<file path="src/rtl/tcgr_fifo.sv">
// Small register queue used for the command queue and the result queue.
module tcgr_fifo #(
    parameter int WIDTH = 8,
    parameter int DEPTH = 4
) (
    input  logic                       clk,
    input  logic                       rst_n,
    input  logic                       push,
    input  logic [WIDTH-1:0]           wr_data,
    input  logic                       pop,
    output logic [WIDTH-1:0]           rd_data,
    output logic                       full,
    output logic                       empty,
    output logic [$clog2(DEPTH+1)-1:0] count
);
    localparam int AW = (DEPTH > 1) ? $clog2(DEPTH) : 1;
    localparam int CW = $clog2(DEPTH+1);

    logic [WIDTH-1:0] slot_reg [DEPTH];
    logic [AW-1:0]    wr_ptr_reg, wr_ptr_next;
    logic [AW-1:0]    rd_ptr_reg, rd_ptr_next;
    logic [CW-1:0]    count_reg, count_next;

    always_comb
    begin
        wr_ptr_next = wr_ptr_reg;
        rd_ptr_next = rd_ptr_reg;
        count_next  = count_reg;
        if (push)
        begin
            wr_ptr_next = (wr_ptr_reg == AW'(DEPTH-1)) ? '0 : wr_ptr_reg + 1'b1;
        end
        if (pop)
        begin
            rd_ptr_next = (rd_ptr_reg == AW'(DEPTH-1)) ? '0 : rd_ptr_reg + 1'b1;
        end
        if (push && !pop)
        begin
            count_next = count_reg + 1'b1;
        end
        else if (pop && !push)
        begin
            count_next = count_reg - 1'b1;
        end
    end

    always_ff @(posedge clk or negedge rst_n)
    begin
        if (!rst_n)
        begin
            wr_ptr_reg <= '0;
            rd_ptr_reg <= '0;
            count_reg  <= '0;
        end
        else
        begin
            wr_ptr_reg <= wr_ptr_next;
            rd_ptr_reg <= rd_ptr_next;
            count_reg  <= count_next;
        end
    end

    always_ff @(posedge clk)
    begin
        if (push)
        begin
            slot_reg[wr_ptr_reg] <= wr_data;
        end
    end

    assign rd_data = slot_reg[rd_ptr_reg];
    assign full    = (count_reg == CW'(DEPTH));
    assign empty   = (count_reg == '0);
    assign count   = count_reg;

endmodule

</file>
<file path="config.mk">
export PLATFORM = sky130hd
export DESIGN_NAME = tcgr_fifo
export DESIGN_NICKNAME = d
export VERILOG_FILES = /design/src/rtl/tcgr_fifo.sv
export SDC_FILE = /design/constraint.sdc
export NUM_CORES = 1
export LEC_CHECK = 0
export BUFFER_PORTS_ARGS = -buffer_cell sky130_fd_sc_hd__buf_4
export CORE_UTILIZATION = 54
export CTS_CLUSTER_SIZE = 40
export DETAILED_ROUTE_END_ITERATION = 10
export PLACE_DENSITY = 0.78
export REMOVE_ABC_BUFFERS = 1
export SKIP_CTS_REPAIR_TIMING = 1
export SYNTH_ARGS = -nofsm -noshare
export SYNTH_HDL_FRONTEND = slang
export SYNTH_SLANG_ARGS = --single-unit
</file>
<file path="constraint.sdc">
create_clock -name clk -period 1.51 [get_ports clk]
set_input_delay 0.151 -clock clk [delete_from_list [all_inputs] [get_ports clk]]
set_output_delay 0.151 -clock clk [all_outputs]
set_load 0.01 [all_outputs]
</file>
==> results of run 1 <==
synth_stat cells:
cell	instances	area, sq um
edfxtp_1	32	961
mux4_2	8	180
dfrtp_1	7	175
ha_1	6	75.1
inv_1	5	18.8
and2_1	4	25.0
mux2_2	3	33.8
nor2_1	2	7.51
o21ai_0	2	10.0
xor2_1	2	17.5
buf_2	1	5.00
buf_6	1	11.3
fa_1	1	20.0
nand2_1	1	3.75
nand3_1	1	5.00
nor3_1	1	5.00
nor3b_1	1	7.51
xnor2_1	1	8.76
metrics by stage:
step / util / TNS, ps
finish: 0.716 / -1390
global route: 0.716 / -1760
CTS: 0.675 / -1560
detailed placement: 0.658 / 0
global placement: 0.658 / 0
floorplan: - / 0
worst paths after layout:
path	start	end	slack [ps]	depth (start not counted)
max reg2reg	rd_ptr_reg[0]	rd_ptr_reg[1]	110	4
max	rd_ptr_reg[0]	rd_data[7]	-180	3
min in group asynchronous	rst_n	count[2]	160	2
max in group asynchronous	rst_n	rd_ptr_reg[0]	1220	2
min reg2reg	count[2]	count[2]	550	1
min	wr_data[4]	slot_reg[0][4]	20	1
kinds of logic (layout without fill, tap and decap cells):
kind of cell,after synthesis,in the layout,share of synthesized area
flip-flops,39,39,0.724
multiplexers,11,11,0.136
AND/OR/NAND/NOR,10,10,0.0343
adder cells (fa/ha/maj),7,7,0.0606
buffers and inverters,7,47,0.0223
XOR/XNOR,3,3,0.0167
AO/OA/AOI/OAI,2,2,0.00637
worst reg2reg max path, stage by stage, from the launching register on:
cell       delay, ps
dfrtp_2          450
clkbuf_16        160
buf_4            140
ha_1             280
mux2_2           260
where the power goes:
group,total [mW],internal [mW],switching [mW]
Sequential,1.60,1.42,0.188
Clock,0.464,0.165,0.299
Combinational,1.40,0.860,0.543
cell type report:
class	instances	area (sq um)	area share
timing repair buffer	35	335	0.170
sequential	39	1140	0.576
multi-input combinational	33	399	0.202
clock inverter	2	8.76	0.00443
tap	31	38.8	0.0196
clock buffer	5	37.5	0.0190
inverter	5	18.8	0.00950
metal layers:
layer,track usage,vias to the layer above
li1,-,379
met4,0.0941,0
met3,0.0535,7
met1,0.223,389
met2,0.284,17
met5,0,-
==> impl_summary.txt, run 1 <==
----------------------------------------------------
[Run status]
  Result of the run ... finished with violations
  Failing checks ... setup timing

[Placement]
  PortBufs ... 24
  Post-place instance area ... 1820 sq um
  DP Worst Slack ... 77.3 ps
  Weighted congestion at the end of routability-driven global placement ... 0.752
  Placed Instances ... 136
  Post-DP HPWL ... 1670 microns

[Power]
  Peak VDD IR ... 0.00149 V
  Overall power consumption ... 3.47 mW
  Power per cell area ... 1760 nW/um^2
  Leakage ... 0.764 nW

[Drt]
  Routed wl met2 ... 1310 microns
  Routed length on met3 ... 73 microns
  Post-route ant nets ... 0
  Drt pass-1 iters ... 4
  Wire length after detailed routing ... 2480 microns
  Wire length on met1 ... 1040 microns
  DRC violations left ... 0
  Vias per inst ... 5.28
  Number of DRC violations after detailed-routing iteration 0 ... 28
  Highest metal layer with signal wires ... met4
  Routed length per instance ... 16.5 microns
  Via count ... 792

[Global routing]
  GRT Residual Overflow ... 0
  Vias in the first global route ... 837
  Global-route wire length before repair ... 3910 microns
  All-layer global routing usage ... 0.179
  Number of antenna violations at the first check in global routing ... 0
  Maximum number of pins on one net before global-route repair ... 12

[Clocking]
  Clock insertion delay at the later pin of the skew report ... 330 ps
  CTS tree ... done
  Register clock-pin slew on the reported worst setup and hold paths ... 100 ps
  Maximum buffer depth of the clock tree ... 2
  Total CTS buffers ... 5
  Root Buffer ... clkbuf_4
  Clk sink count ... 39
  H-tree Lvls ... 2

[Timing]
  Setup ws final ... -182 ps
  Max-Slew Margin vs Limit ... 0.708
  Slew of the pin with the lowest slew margin ... 439 ps
  Final Setup Violations ... 8
  Unrepaired setup endpoints after global routing ... yes
  Fin crit share ... 1.12
  Hold violation total from the final report ... 0
  Worst hold-check slack ... 16.5 ps
  Number of max-slew violations in the final report ... 0
  Worst-case clock skew ... 8.34 ps
  Post-layout min period ... 1690 ps
  Fmax ... 591 MHz

[Final layout]
  Most frequent cells in the layout ... edfxtp_1, buf_4, mux4_2, buf_6
  Largest register FFs ... 32
  Filler Cells Inserted ... 180
  Non-Filler Instances ... 150
  Commonest non-fill, non-tap cell in the layout ... edfxtp_1
  Area overhead of the layout relative to synthesis ... 25.8%
  Nets ... 138
  Inserted Diodes ... 0
  Share of layout cells above drive strength 1 ... 0.403
  Final std cell area, no fill ... 1980 sq um

[Setup path]
  Family with the most delay on the worst path ... multiplexers
  List of cells traversed by the critical path ... buf_12, mux4_2, buf_6
  Largest stage delay on the critical path ... 510 ps
  Category of the critical setup timing path ... reg -> out
  Buf+Inv Stages, Crit Path ... 2
  CP Max Fanout ... 6
  Data arrival, critical path ... 1540 ps
  Slowest-stage cell, CP ... mux4_2
  Critical path endpoint category ... output port
  Required time of the worst setup path ... 1360 ps
  Worst setup SP type ... register

[Floorplan]
  Initial cell density of the core ... 0.569
  Die X-Extent ... 55.9 microns
  Vertical extent of the die ... 55.9 microns
  Number of primary I/O pins ... 25
  Std-Cell Core Area ... 2760 sq um
  Area of the die ... 3130 sq um
  Site Rows ... 19

[Min path]
  Path type of the worst min-delay path ... in -> reg

[Synth]
  Cells after Synth ... 79
  Mapped Avg Cell Area ... 19.9 sq um
  Total of flip-flops plus latches after synthesis ... 39
  Number of warning messages in the yosys log ... 0
  Netlist area before placement ... 1570 sq um
  Netlist cell types ... 18
  Fraction of the yosys area taken by sequential cells ... 0.724

[Flow run]
  Number of max-cap violations ... 0

----------------------------------------------------
Note: power is estimated with default switching activity, not from simulation.
==> run 2, diff against run 1 <==
- CORE_UTILIZATION: 54 -> 55
- CTS_BUF_LIST: unset -> sky130_fd_sc_hd__clkbuf_2 sky130_fd_sc_hd__clkbuf_4 sky130_fd_sc_hd__clkbuf_8
- PLACE_DENSITY: 0.78 -> 0.79
==> impl_summary.txt, run 2 (same netlist as run 1, synthesis figures left out) <==
----------------------------------------------------
[Setup path]
  Required time of the worst setup path ... 1360 ps (about the same)
  Endpoint of the worst register-to-register path ... count[2]
  Category of the critical setup timing path ... reg -> out
  Worst path depth ... 3 (unchanged)
  Depth of the worst register-to-register path ... 4 (unchanged)
  Launching instance or port of the critical path ... rd_ptr_reg[0]
  Family with the most delay on the worst path ... multiplexers
  Data arrival, critical path ... 1530 ps (about the same)
  Largest stage delay on the critical path ... 510 ps (about the same)
  Internal reg-to-reg setup slack ... 120 ps (about the same)
  CP Max Fanout ... 5 (-1)
  List of cells traversed by the critical path ... buf_6, mux4_2, buf_6
  Cell repeated most along the worst path ... buf_6
  Critical path endpoint category ... output port
  Slowest-stage cell, CP ... mux4_2
  Buf+Inv Stages, Crit Path ... 2 (unchanged)
  Worst setup SP type ... register
  Reg-to-reg startpoint ... count[0]
  Termination of the worst setup path ... rd_data[5]

[Clocking]
  Clock insertion delay at the later pin of the skew report ... 330 ps (about the same)
  CTS tree ... done
  H-tree Lvls ... 2 (unchanged)
  Total CTS buffers ... 5 (unchanged)
  Maximum buffer depth of the clock tree ... 2 (unchanged)
  Clk sink count ... 39 (unchanged)
  Root Buffer ... clkbuf_4
  Register clock-pin slew on the reported worst setup and hold paths ... 110 ps (about the same)

[Floorplan]
  Die X-Extent ... 55.4 microns (-0.89%)
  Initial cell density of the core ... 0.574 (+0.00495)
  Area of the die ... 3070 sq um (-1.8%)
  Number of primary I/O pins ... 25 (unchanged)
  Site Rows ... 19 (unchanged)
  Std-Cell Core Area ... 2730 sq um (-0.86%)
  Vertical extent of the die ... 55.4 microns (-0.89%)

[Power]
  Fraction of power consumed by sequential logic ... 0.418 (-0.044)
  Clk pwr share ... 0.224 (+0.090)
  Proportion of total power due to net switching ... 0.272 (-0.0248)
  Peak VDD IR ... 0.00131 V (-12%)
  Relative contribution of combinational cells to total power ... 0.358 (-0.046)
  Internal power ... 2.76 mW (+13%)
  Power per cell area ... 1840 nW/um^2 (+4.9%)
  Power dissipated by switching net loads ... 1.03 mW (+0.15%)
  Leakage ... 0.806 nW (+5.4%)

[Timing]
  Worst-case clock skew ... 9.40 ps (+1.06 ps)
  Setup ws final ... -166 ps (+15.7 ps)
  Worst hold-check slack ... 40.9 ps (+24.4 ps)
  Number of max-slew violations in the final report ... 0 (unchanged)
  Fin crit share ... 1.11 (-0.0104)
  Post-layout min period ... 1680 ps (-15.7 ps)
  Hold violation total from the final report ... 0 (unchanged)
  Slew of the pin with the lowest slew margin ... 415 ps (-23.5 ps)
  Unrepaired setup endpoints after global routing ... yes
  Final Setup Violations ... 8 (unchanged)
  Fmax ... 597 MHz (+0.94%)
  Max-Slew Margin vs Limit ... 0.723 (+0.0156)
  TNS Setup ... -1230 ps (+159 ps)

[Drt]
  Via count ... 808 (+2.0%)
  DRC violations left ... 0 (unchanged)
  Number of DRC violations after detailed-routing iteration 0 ... 30 (+7.1%)
  Routed length per instance ... 16.1 microns (-2.4%)
  Vias per inst ... 5.18 (-1.9%)
  Drt pass-1 iters ... 4 (unchanged)
  Wire length after detailed routing ... 2520 microns (+1.5%)
  Post-route ant nets ... 0 (unchanged)

[Final layout]
  Most frequent cells in the layout ... edfxtp_1, buf_4, buf_6
  Nets ... 143 (+3.6%)
  Area overhead of the layout relative to synthesis ... 31.1%
  Filler Cells Inserted ... 161 (-11%)
  Largest register FFs ... 32 (unchanged)
  Sequential cell area in the final layout ... 1140 sq um (-0.11%)
  Inserted Diodes ... 0 (unchanged)
  Commonest non-fill, non-tap cell in the layout ... edfxtp_1
  Utilization after layout ... 0.753 (+0.0364)
  Area of the multi-input gates ... 399 sq um (unchanged)
  Share of layout cells above drive strength 1 ... 0.400 (-0.00336)

[Placement]
  DP Worst Slack ... 59.2 ps (-18.1 ps)
  Weighted congestion at the end of routability-driven global placement ... 0.660 (-12%)
  Post-DP HPWL ... 1630 microns (-2.6%)
  PortBufs ... 24 (unchanged)

[Min path]
  Path type of the worst min-delay path ... in -> reg

[Run status]
  Result of the run ... finished with violations
  Failing checks ... setup timing

[Global routing]
  Maximum number of pins on one net before global-route repair ... 13 (+1)
  GRT Residual Overflow ... 0 (unchanged)
  Global-route wire length before repair ... 3750 microns (-4.2%)
  Vias in the first global route ... 820 (-2.0%)
  Number of antenna violations at the first check in global routing ... 0 (unchanged)
  All-layer global routing usage ... 0.175 (-0.00387)

[Flow run]
  Number of max-cap violations ... 0 (unchanged)

----------------------------------------------------
[run 2: cell count changes in the layout (fill, tap and decap cells not counted), sizes merged]
cell / change
dlygate4sd3: +4
buf: +2
bufinv: +2
clkinv: -2
[run 2: power by group through the flow]
stage / sequential (mW) / clock, mW / combinational (mW)
2_1_floorplan: 1.63 / 0 / 0.615
3_3_place_gp: 1.60 / 0 / 1.17
3_5_place_dp: 1.61 / 0 / 1.20
4_1_cts: 1.59 / 0.868 / 1.20
5_1_grt: 1.62 / 0.912 / 1.47
6_report: 1.59 / 0.848 / 1.36
[run 2: final cells by class]
class,count,share of cell area
tap,31,0.0188
timing repair buffer,40,0.175
inverter,5,0.00912
multi-input combinational,33,0.194
clock buffer,6,0.0219
sequential,39,0.552
clock inverter,2,0.0292
[run 2: worst reg2reg max path, cell delays in order (launching register included)]
cell,delay (ps)
dfrtp_1,470
fa_1,450
xor2_1,150
nor2_1,110
xor2_1,150
[run 2: layer usage]
| layer | global-route usage | vias to the layer above | wire (microns) |
|---|---|---|---|
| met5 | 0 | - | 0 |
| met4 | 0.0857 | 0 | 24 |
| met3 | 0.0679 | 2 | 120 |
| met2 | 0.299 | 28 | 1360 |
| met1 | 0.188 | 390 | 1010 |
| li1 | - | 388 | - |
[run 2: metrics by stage]
| step | area, sq um | power [mW] | cells |
|---|---|---|---|
| after global placement | 1820 | 2.77 | 138 |
| after global routing | 2060 | 4.01 | 156 |
| final | 2060 | 3.79 | 156 |
| after CTS | 1920 | 3.66 | 146 |
| after detailed placement | 1820 | 2.81 | 138 |
| after floorplan | 1550 | 2.25 | 77 |
[run 2: how the worst min path moves through the flow]
stage	start	to	cells after the start
final	push	wr_ptr_reg[1]	2
after global routing	push	wr_ptr_reg[1]	2
after CTS	rst_n	wr_ptr_reg[0]	1
after detailed placement	rst_n	count[1]	1
after global placement	rst_n	count[0]	1
after floorplan	rst_n	count[0]	0
