**config.mk**
```make
export PLATFORM = sky130hd
export DESIGN_NAME = tcgr_front
export DESIGN_NICKNAME = d
export VERILOG_FILES = /design/src/rtl/tcgr_pkg.sv /design/src/rtl/tcgr_front.sv
export SDC_FILE = /design/constraint.sdc
export NUM_CORES = 1
export LEC_CHECK = 0
export BUFFER_PORTS_ARGS = -buffer_cell sky130_fd_sc_hd__buf_2
export CAP_MARGIN = 20
export CORE_ASPECT_RATIO = 1.5
export CORE_MARGIN = 2
export CORE_UTILIZATION = 46
export DETAILED_ROUTE_END_ITERATION = 7
export PLACE_DENSITY = 0.82
export SYNTH_ARGS = -nofsm -noshare
export SYNTH_HDL_FRONTEND = slang
export SYNTH_SLANG_ARGS = --single-unit
```
**constraint.sdc**
```tcl
create_clock -name clk -period 3.97 [get_ports clk]
set_input_delay 0.5955 -clock clk [delete_from_list [all_inputs] [get_ports clk]]
set_output_delay 0.5955 -clock clk [all_outputs]
set_load 0.03 [all_outputs]
```
**src/rtl/tcgr_pkg.sv**
```systemverilog
// Shared types, codes and constants of the text console glyph renderer.
package tcgr_pkg;

    localparam int OFFSET_BITS = 24;
    localparam int CFG_INDEX_W = 2;
    localparam int CFG_DATA_W  = 15;

    // Register indexes on the configuration port
    localparam logic [CFG_INDEX_W-1:0] REG_PITCH_WORDS  = 2'd0;
    localparam logic [CFG_INDEX_W-1:0] REG_TEXT_COLUMNS = 2'd1;
    localparam logic [CFG_INDEX_W-1:0] REG_TEXT_ROWS    = 2'd2;
    localparam logic [CFG_INDEX_W-1:0] REG_PIXEL_MODE   = 2'd3;

    localparam logic [14:0] PITCH_RESET   = 15'd1024;
    localparam logic [7:0]  COLUMNS_RESET = 8'd128;
    localparam logic [6:0]  ROWS_RESET    = 7'd48;
    localparam logic        MODE_RESET    = 1'b0;
    localparam logic        MODE_16BPP    = 1'b1;

    // Input commands and result kinds
    localparam logic CMD_PRINT   = 1'b0;
    localparam logic CMD_LOAD    = 1'b1;
    localparam logic KIND_GLYPH  = 1'b0;
    localparam logic KIND_SCROLL = 1'b1;

    // Console character codes
    localparam logic [7:0] CH_ESCAPE      = 8'h01;
    localparam logic [7:0] CH_NEWLINE     = 8'h0A;
    localparam logic [7:0] CH_LAST_COLOUR = 8'h0F;
    localparam logic [7:0] CH_BOLD_OFF    = 8'h10;
    localparam logic [7:0] CH_BOLD_ON     = 8'h11;

    localparam logic [3:0] FG_RESET = 4'hF;

    // Operations queued from front to back
    localparam logic [1:0] OP_LOAD   = 2'd0;
    localparam logic [1:0] OP_GLYPH  = 2'd1;
    localparam logic [1:0] OP_SCROLL = 2'd2;

    localparam logic [23:0] PALETTE [16] = '{
        24'h000000, 24'h0000AA, 24'h00AA00, 24'h00AAAA,
        24'hAA0000, 24'hAA00AA, 24'hAA5500, 24'hAAAAAA,
        24'h555555, 24'h5555FF, 24'h55FF55, 24'h55FFFF,
        24'hFF5555, 24'hFF55FF, 24'hFFFF55, 24'hFFFFFF
    };

    typedef struct packed {
        logic [14:0] pitch_words;
        logic [7:0]  text_columns;
        logic [6:0]  text_rows;
        logic        pixel_mode;
    } cfg_t;

    typedef struct packed {
        logic [1:0]  op;
        logic        bold;
        logic [7:0]  glyph;
        logic [3:0]  line;
        logic [7:0]  bits;
        logic [6:0]  row;
        logic [7:0]  col;
        logic [23:0] colour;
        logic        scroll;
    } cmd_t;

    typedef struct packed {
        logic                   kind;
        logic [OFFSET_BITS-1:0] word_offset;
        logic [7:0]             pixel_mask;
        logic [23:0]            colour;
        logic                   last;
    } res_t;

    function automatic logic [23:0] to_rgb565(input logic [23:0] c);
        return {8'h00, c[23:19], c[15:10], c[7:3]};
    endfunction

endpackage

```
**src/rtl/tcgr_front.sv**
```systemverilog
// Front end: accept items, track cursor, colour, bold and escape, queue work.
module tcgr_front #(
    parameter int GLYPH_LINES = 16,
    parameter int GLYPH_COUNT = 256
) (
    input  logic          clk,
    input  logic          rst_n,
    input  tcgr_pkg::cfg_t cfg,
    input  logic          accept,
    input  logic          cmd,
    input  logic [7:0]    char_code,
    input  logic          font_is_bold,
    input  logic [3:0]    font_row,
    input  logic [7:0]    font_bits,
    output logic          enq,
    output tcgr_pkg::cmd_t enq_cmd
);
    import tcgr_pkg::*;

    logic [7:0]  col_reg, col_next;
    logic [6:0]  row_reg, row_next;
    logic [3:0]  fg_reg, fg_next;
    logic        bold_reg, bold_next;
    logic        esc_reg, esc_next;

    logic [7:0]  cols;
    logic [6:0]  rows;
    logic [7:0]  glyph;
    logic [7:0]  col_inc;
    logic        nl_scroll;
    logic [6:0]  nl_row;
    logic [23:0] rgb;
    logic        want;

    always_comb
    begin
        cols      = (cfg.text_columns == '0) ? 8'd1 : cfg.text_columns;
        rows      = (cfg.text_rows == '0) ? 7'd1 : cfg.text_rows;
        glyph     = ({1'b0, char_code} >= 9'(GLYPH_COUNT))
                    ? 8'({1'b0, char_code} - 9'(GLYPH_COUNT)) : char_code;
        col_inc   = col_reg + 8'd1;
        nl_scroll = (row_reg >= rows - 7'd1);
        nl_row    = nl_scroll ? rows - 7'd1 : row_reg + 7'd1;
        rgb       = PALETTE[fg_reg];

        col_next  = col_reg;
        row_next  = row_reg;
        fg_next   = fg_reg;
        bold_next = bold_reg;
        esc_next  = esc_reg;
        want      = 1'b0;

        enq_cmd.op     = OP_GLYPH;
        enq_cmd.bold   = (cmd == CMD_LOAD) ? font_is_bold : bold_reg;
        enq_cmd.glyph  = glyph;
        enq_cmd.line   = font_row;
        enq_cmd.bits   = font_bits;
        enq_cmd.row    = row_reg;
        enq_cmd.col    = col_reg;
        enq_cmd.colour = (cfg.pixel_mode == MODE_16BPP) ? to_rgb565(rgb) : rgb;
        enq_cmd.scroll = 1'b0;

        if (cmd == CMD_LOAD)
        begin
            // drop lines beyond the glyph height
            if (6'(font_row) < 6'(GLYPH_LINES))
            begin
                want       = 1'b1;
                enq_cmd.op = OP_LOAD;
            end
        end
        else if (char_code == CH_NEWLINE)
        begin
            col_next = '0;
            row_next = nl_row;
            if (nl_scroll)
            begin
                want       = 1'b1;
                enq_cmd.op = OP_SCROLL;
            end
        end
        else if (char_code == CH_ESCAPE)
        begin
            esc_next = 1'b1;
        end
        else if (esc_reg)
        begin
            if (char_code <= CH_LAST_COLOUR)
            begin
                fg_next = char_code[3:0];
            end
            else if (char_code == CH_BOLD_OFF || char_code == CH_BOLD_ON)
            begin
                bold_next = (char_code == CH_BOLD_ON);
            end
            esc_next = 1'b0;
        end
        else
        begin
            want     = 1'b1;
            col_next = col_inc;
            if (col_inc == '0 || col_inc >= cols)
            begin
                col_next       = '0;
                row_next       = nl_row;
                enq_cmd.scroll = nl_scroll;
            end
        end

        enq = accept && want;
    end

    always_ff @(posedge clk or negedge rst_n)
    begin
        if (!rst_n)
        begin
            col_reg  <= '0;
            row_reg  <= '0;
            fg_reg   <= FG_RESET;
            bold_reg <= 1'b0;
            esc_reg  <= 1'b0;
        end
        else if (accept)
        begin
            col_reg  <= col_next;
            row_reg  <= row_next;
            fg_reg   <= fg_next;
            bold_reg <= bold_next;
            esc_reg  <= esc_next;
        end
    end

endmodule

```
==> flow_metrics.py, run 1 <==
metrics = {
    "layout": {
        "drive_gt1_share_pct": 32.9,
        "nets": 395,
        "n_antenna_cell": 0,
        "final_cell_mix": "80 x buf_2, 26 x nand2_1, 19 x ha_1",
        "final_util_pct": 52.3,
        "mostFrequentLayoutCell": "buf_2",
        "areaGrowthSynthToFinish_pct": 9.56,
        "stdcell_count": 385,
        "largest_register_ffs": 8,
        "post-route-cell-area_mm2": 0.00254,
    },
    "timing": {
        "slew_headroom_pct": 56.0,
        "rsz0062_at_grt": "no",
        "finalSetupViolations": 0,
        "final-hold-violation-count": 0,
        "fin_setup_tns_ns": 0,
        "finClkSkew_ns": 0.00453,
        "fmax_ghz": 0.276,
        "period_share_pct": 91.4,
        "tightest_slew_ns": 0.658,
        "fin_ws_ns": 0.343,
        "drv_slew": 0,
        "period_minus_slack_ns": 3.63,
    },
    "logic_synthesis": {
        "synth_flop_cell": "dfrtp_1",
        "yosys.cell_types.count": 54,
        "postSynthAreaPerCell_um2": 8.33,
        "synthXorXnorAreaFrac_pct": 3.78,
        "yosys.area_share.adder_pct": 10.3,
        "yosys_warnings": 0,
        "seq_area_frac_synth_pct": 22.9,
        "yosys.area_share.simple_pct": 20.6,
        "synth_top_family_by_area": "compound AO/OA/AOI/OAI gates",
        "ys_seq_elements": 21,
        "synth-edff-count": 0,
        "synth_area_mm2": 0.00232,
        "async_flop_share_pct": 100,
        "syn_nets": 353,
        "synth_compound_area_share_pct": 21.3,
        "syn_inst": 278,
        "synthMuxAreaShare_pct": 5.13,
    },
    "clock_tree": {
        "clockBufferDepth": 2,
        "cts_setup_buffers": 0,
        "cts_max_level": 1,
        "cts-root-buf": "clkbuf_8",
        "path_clk_slew_ns": 0.07,
        "cts_tree": "yes",
        "holdBufCountCts": 0,
        "clock_latency_ns": 0.26,
        "clock_sinks": 21,
        "cts_resized": 0,
        "cts_made_buffers": 3,
    },
    "critical_path": {
        "worstRegToRegCells": 10,
        "worstPathRequired_ns": 3.37,
        "rr_startpoint": "col_reg[0]$_DFFE_PN0P_",
        "crit_end": "enq_cmd[0]",
        "cp_max_fo": 4,
        "end_kind": "output pin",
        "crit_arrival_ns": 3.03,
        "start_kind": "input pin",
        "timing.rr.end": "row_reg[1]$_DFFE_PN0P_",
        "cp-startpoint": "cfg[5]",
        "r2r_setup_slack_ns": 0.44,
        "crit_type": "input pin to output pin",
    },
    "pwr": {
        "combPwrFrac_pct": 57.2,
        "p_int_uw": 581,
        "p_clk_share_pct": 12.0,
        "power.density_mw_per_mm2": 456,
        "p_leak_uw": 0.00131,
        "swShare_pct": 49.7,
        "switching_power_uw": 575,
        "seqPwrFrac_pct": 30.9,
        "vdd_ir_drop_max_mv": 0.214,
    },
    "grt": {
        "antenna_found_initial": 0,
        "grt_pass1_wl_um": 8380,
        "grt_remaining_overflow": 0,
        "grt_pass1_vias": 1934,
        "grt_usage_pct": 18.7,
        "grt_max_degree": 22,
    },
    "placed_design": {
        "post-dp-hpwl_um": 4050,
        "portBuffers": 80,
        "place_congestion": 0.811,
        "dpl_worst_slack_ns": 0.338,
        "place_area_mm2": 0.00249,
        "dp_cells": 381,
    },
    "route": {
        "drc_errors": 0,
        "drtPass1Iterations": 4,
        "antenna_left": 0,
        "drt-vias-per-instance": 5.44,
        "wl_per_cell_um": 13.0,
        "drt_iter0_drc": 89,
        "vias": 2096,
        "drt-total-wl_um": 5000,
    },
    "floorplan": {
        "core_mm2": 0.00485,
        "initial_utilization_pct": 47.8,
        "fp-row-count": 31,
        "pin_count": 120,
        "die-area_mm2": 0.00563,
        "die_x_um": 61.9,
        "chipHeight_um": 90.9,
    },
    "flow_run": {
        "drv_cap": 0,
    },
    "hold_path": {
        "hold_path_class": "input pin to async pin",
    },
    "status": {
        "status": "complete, no violations",
    },
}
## cell type report
type	count	area (µm²)
inverter	14	52.6
tap	66	82.6
timing repair buffer	81	408
clock buffer	4	45.0
multi-input combinational	199	1420
sequential	21	531
fill	486	2310
## synth_stat cells, drive strengths merged, types with 3 or more instances
master / n / share of area, %
nand2: 26 / 4.2
o31ai: 3 / 0.97
dfrtp: 17 / 18
xor2: 7 / 2.6
dfstp: 4 / 4.5
mux2i: 4 / 1.7
nor3: 4 / 0.86
inv: 14 / 2.3
a211oi: 5 / 2.3
xnor2: 3 / 1.1
and3: 5 / 1.4
nor2b: 6 / 1.6
mux2: 7 / 3.4
ha: 19 / 10
clkbuf: 5 / 0.81
a21o: 4 / 1.3
nand2b: 7 / 1.9
nor2: 12 / 1.9
nand4: 5 / 1.4
a31oi: 6 / 1.6
or3: 3 / 0.81
buf: 39 / 13
a2bb2oi: 4 / 2.3
a21oi: 13 / 3.3
nor4: 3 / 0.81
o21ai: 18 / 3.9
nand3: 12 / 2.6
## layer usage
metal	GRT usage, %	wire length, µm	part of all wire (%)	up-vias
li1	-	-	-	1052
met1	24.0	2010	40	974
met2	31.1	2670	53	61
met3	1.58	244	4.9	9
met4	6.91	81	1.6	0
met5	0	0	0	-
## worst max-delay path, stage by stage
cell and delay [ns]:
buf_2 0.10, nor2_1 0.07, a31oi_1 0.36, ha_1 0.29
nand3_1 0.10, xor2_1 0.17, ha_1 0.34, nand4_1 0.10
and3_1 0.18, o21ai_1 0.14, nand2b_1 0.11, a211oi_1 0.22
buf_2 0.25
## cells by family (layout without fill, tap and decap cells)
group / Yosys count / after routing
buf+inv: 58 / 99
mux: 11 / 11
simple gates: 92 / 92
fa+ha+maj: 19 / 19
compound gates: 67 / 67
xor+xnor: 10 / 10
flops: 21 / 21
## through the flow
step                      hold slack, ns  power [µW]
final                              0.281        1160
after global routing               0.314        1260
after CTS                          0.295        1170
after detailed placement           0.499        1030
after global placement             0.491        1000
after floorplan                    0.300         901
## power by group through the flow
stage                     Combinational, µW  Clock, µW  Sequential (µW)
after detailed placement                664          0              361
after global routing                    740        151              369
after CTS                               668        144              357
after floorplan                         486          0              415
final                                   661        138              357
after global placement                  646          0              358
## worst min-delay path by stage
stage	startpoint	to	slack, ns	depth (start not counted)
2_1_floorplan	rst_n	bold_reg$_DFFE_PN0P_	0.30	0
3_3_place_gp	bold_reg$_DFFE_PN0P_	bold_reg$_DFFE_PN0P_	0.49	1
3_5_place_dp	bold_reg$_DFFE_PN0P_	bold_reg$_DFFE_PN0P_	0.50	1
4_1_cts	rst_n	bold_reg$_DFFE_PN0P_	0.30	1
5_1_grt	rst_n	bold_reg$_DFFE_PN0P_	0.31	1
6_report	rst_n	bold_reg$_DFFE_PN0P_	0.28	1
No activity file was read; power rests on OpenSTA's default activity.
==> run 2, diff against run 1 <==
- CORE_MARGIN: 2 -> 5
==> run 2 against run 1 <==
Sequential share of layout area shrank 0.062 points. Power grew 0.71%. Non-clock buffer count grew 1. Critical path type unchanged. Largest cell class unchanged. Combinational power grew 1%. Highest routed layer unchanged. First-iteration DRC count shrank 7.9%. Sequential cell count is the same.
==> flow_metrics.py, run 2 (synthesis gave the netlist of run 1 again) <==
metrics = {
    "clock_tree": {
        "cts_setup_buffers": 0,
        "cts-root-buf": "clkbuf_8",
        "clock_latency_ns": 0.26,
        "clock_sinks": 21,
        "holdBufCountCts": 0,
        "cts_made_buffers": 3,
        "cts_tree": "yes",
        "cts_resized": 0,
        "path_clk_slew_ns": 0.07,
        "cts_max_level": 1,
        "clockBufferDepth": 2,
    },
    "grt": {
        "grt_max_degree": 22,
        "grt_pass1_wl_um": 8830,
        "grt_pass1_vias": 2100,
        "grt_remaining_overflow": 0,
        "antenna_found_initial": 0,
        "grt_usage_pct": 16.4,
    },
    "route": {
        "drt-met1-wl_um": 2030,
        "drt-vias-per-instance": 5.44,
        "drt-total-wl_um": 5190,
        "drtPass1Iterations": 4,
        "antenna_left": 0,
        "drt_iter0_drc": 82,
        "dr_wl_met2_um": 2810,
        "wl_per_cell_um": 13.4,
        "drc_errors": 0,
        "vias": 2098,
        "top_layer": "met4",
        "wl_met3_um": 266,
    },
    "timing": {
        "period_minus_slack_ns": 3.63,
        "finClkSkew_ns": 0.00126,
        "final-hold-violation-count": 0,
        "slew_headroom_pct": 55.4,
        "fin_setup_tns_ns": 0,
        "period_share_pct": 91.5,
        "fmax_ghz": 0.275,
        "finalSetupViolations": 0,
        "tightest_slew_ns": 0.668,
        "drv_slew": 0,
        "rsz0062_at_grt": "no",
    },
    "critical_path": {
        "crit_arrival_ns": 3.04,
        "start_kind": "input pin",
        "end_kind": "output pin",
        "worstPathRequired_ns": 3.37,
        "cp_max_fo": 4,
        "crit_type": "input pin to output pin",
    },
    "layout": {
        "nets": 396,
        "drive_gt1_share_pct": 33.1,
        "final_cell_mix": "80 x buf_2, 26 x nand2_1, 19 x ha_1",
        "largest_register_ffs": 8,
        "fillers": 466,
        "mostFrequentLayoutCell": "buf_2",
        "n_antenna_cell": 0,
        "post-route-cell-area_mm2": 0.00254,
        "areaGrowthSynthToFinish_pct": 9.89,
    },
    "floorplan": {
        "chipHeight_um": 96.9,
        "fp-row-count": 31,
        "die-area_mm2": 0.00658,
        "core_mm2": 0.00485,
        "pin_count": 120,
        "initial_utilization_pct": 47.8,
        "die_x_um": 67.9,
    },
    "placed_design": {
        "place_area_mm2": 0.00250,
        "portBuffers": 80,
        "place_congestion": 0.833,
        "post-dp-hpwl_um": 4240,
    },
    "hold_path": {
        "hold_path_class": "input pin to async pin",
    },
    "pwr": {
        "p_leak_uw": 0.00131,
        "power.density_mw_per_mm2": 458,
        "vdd_ir_drop_max_mv": 0.257,
    },
    "flow_run": {
        "drv_cap": 0,
    },
    "status": {
        "status": "complete, no violations",
    },
}
[run 2: cell count changes in the layout (fill, tap and decap cells not counted), sizes merged]
cell / previous run / this run
buf: 81 / 82
[run 2: report_power, final]
part	internal [µW]	total (µW)	switching, µW	leakage, µW
clock network	71.5	139	67.7	0.0000228
logic	244	668	424	0.00102
registers	268	358	89.3	0.000262
[run 2: path summary, 6_finish.rpt]
path | end | cells after the start | startpoint | slack [ns]
hold reg to reg | bold_reg$_DFFE_PN0P_ | 1 | bold_reg$_DFFE_PN0P_ | 0.52
setup / recovery | enq_cmd[0] | 13 | cfg[5] | 0.34
min in group clk | bold_reg$_DFFE_PN0P_ | 1 | bold_reg$_DFFE_PN0P_ | 0.52
hold / removal | col_reg[4]$_DFFE_PN0P_ | 1 | rst_n | 0.28
max in group asynchronous | fg_reg[3]$_DFFE_PN1P_ | 1 | rst_n | 3.34
setup reg to reg | row_reg[0]$_DFFE_PN0P_ | 11 | col_reg[0]$_DFFE_PN0P_ | 0.60
[run 2: metrics by stage]
stage          hold slack, ns  util [%]  setup WS [ns]  instances  total power (µW)
3_3_place_gp            0.496      51.6          0.376        382              1010
4_1_cts                 0.295      52.5          0.313        386              1180
5_1_grt                 0.314      52.5          0.135        386              1270
3_5_place_dp            0.505      51.6          0.324        382              1030
2_1_floorplan           0.300         -         0.0291        278               901
6_report                0.283      52.5          0.338        386              1160
[run 2: critical path, cell delays in order]
cell and delay [ns]:
buf_2 0.10, nor2_1 0.07, a31oi_1 0.37, ha_1 0.29
nand3_1 0.10, xor2_1 0.17, ha_1 0.33, nand4_1 0.10
and3_1 0.18, o21ai_1 0.14, nand2b_1 0.11, a211oi_1 0.22
buf_2 0.25
[run 2: final cells by class]
cell class	count	area, µm²	area share (%)
well taps	66	82.6	3.24
flip-flops and latches	21	531	20.8
clock buffers	4	45.0	1.77
multi-input cells	199	1420	55.8
inverters	14	52.6	2.06
repair buffers	82	415	16.3
[run 2: routing by layer]
layer | global-route usage, % | vias to the layer above
met5 | 0 | -
met4 | 6.58 | 0
met3 | 1.27 | 5
met2 | 31.0 | 51
met1 | 17.5 | 985
li1 | - | 1057
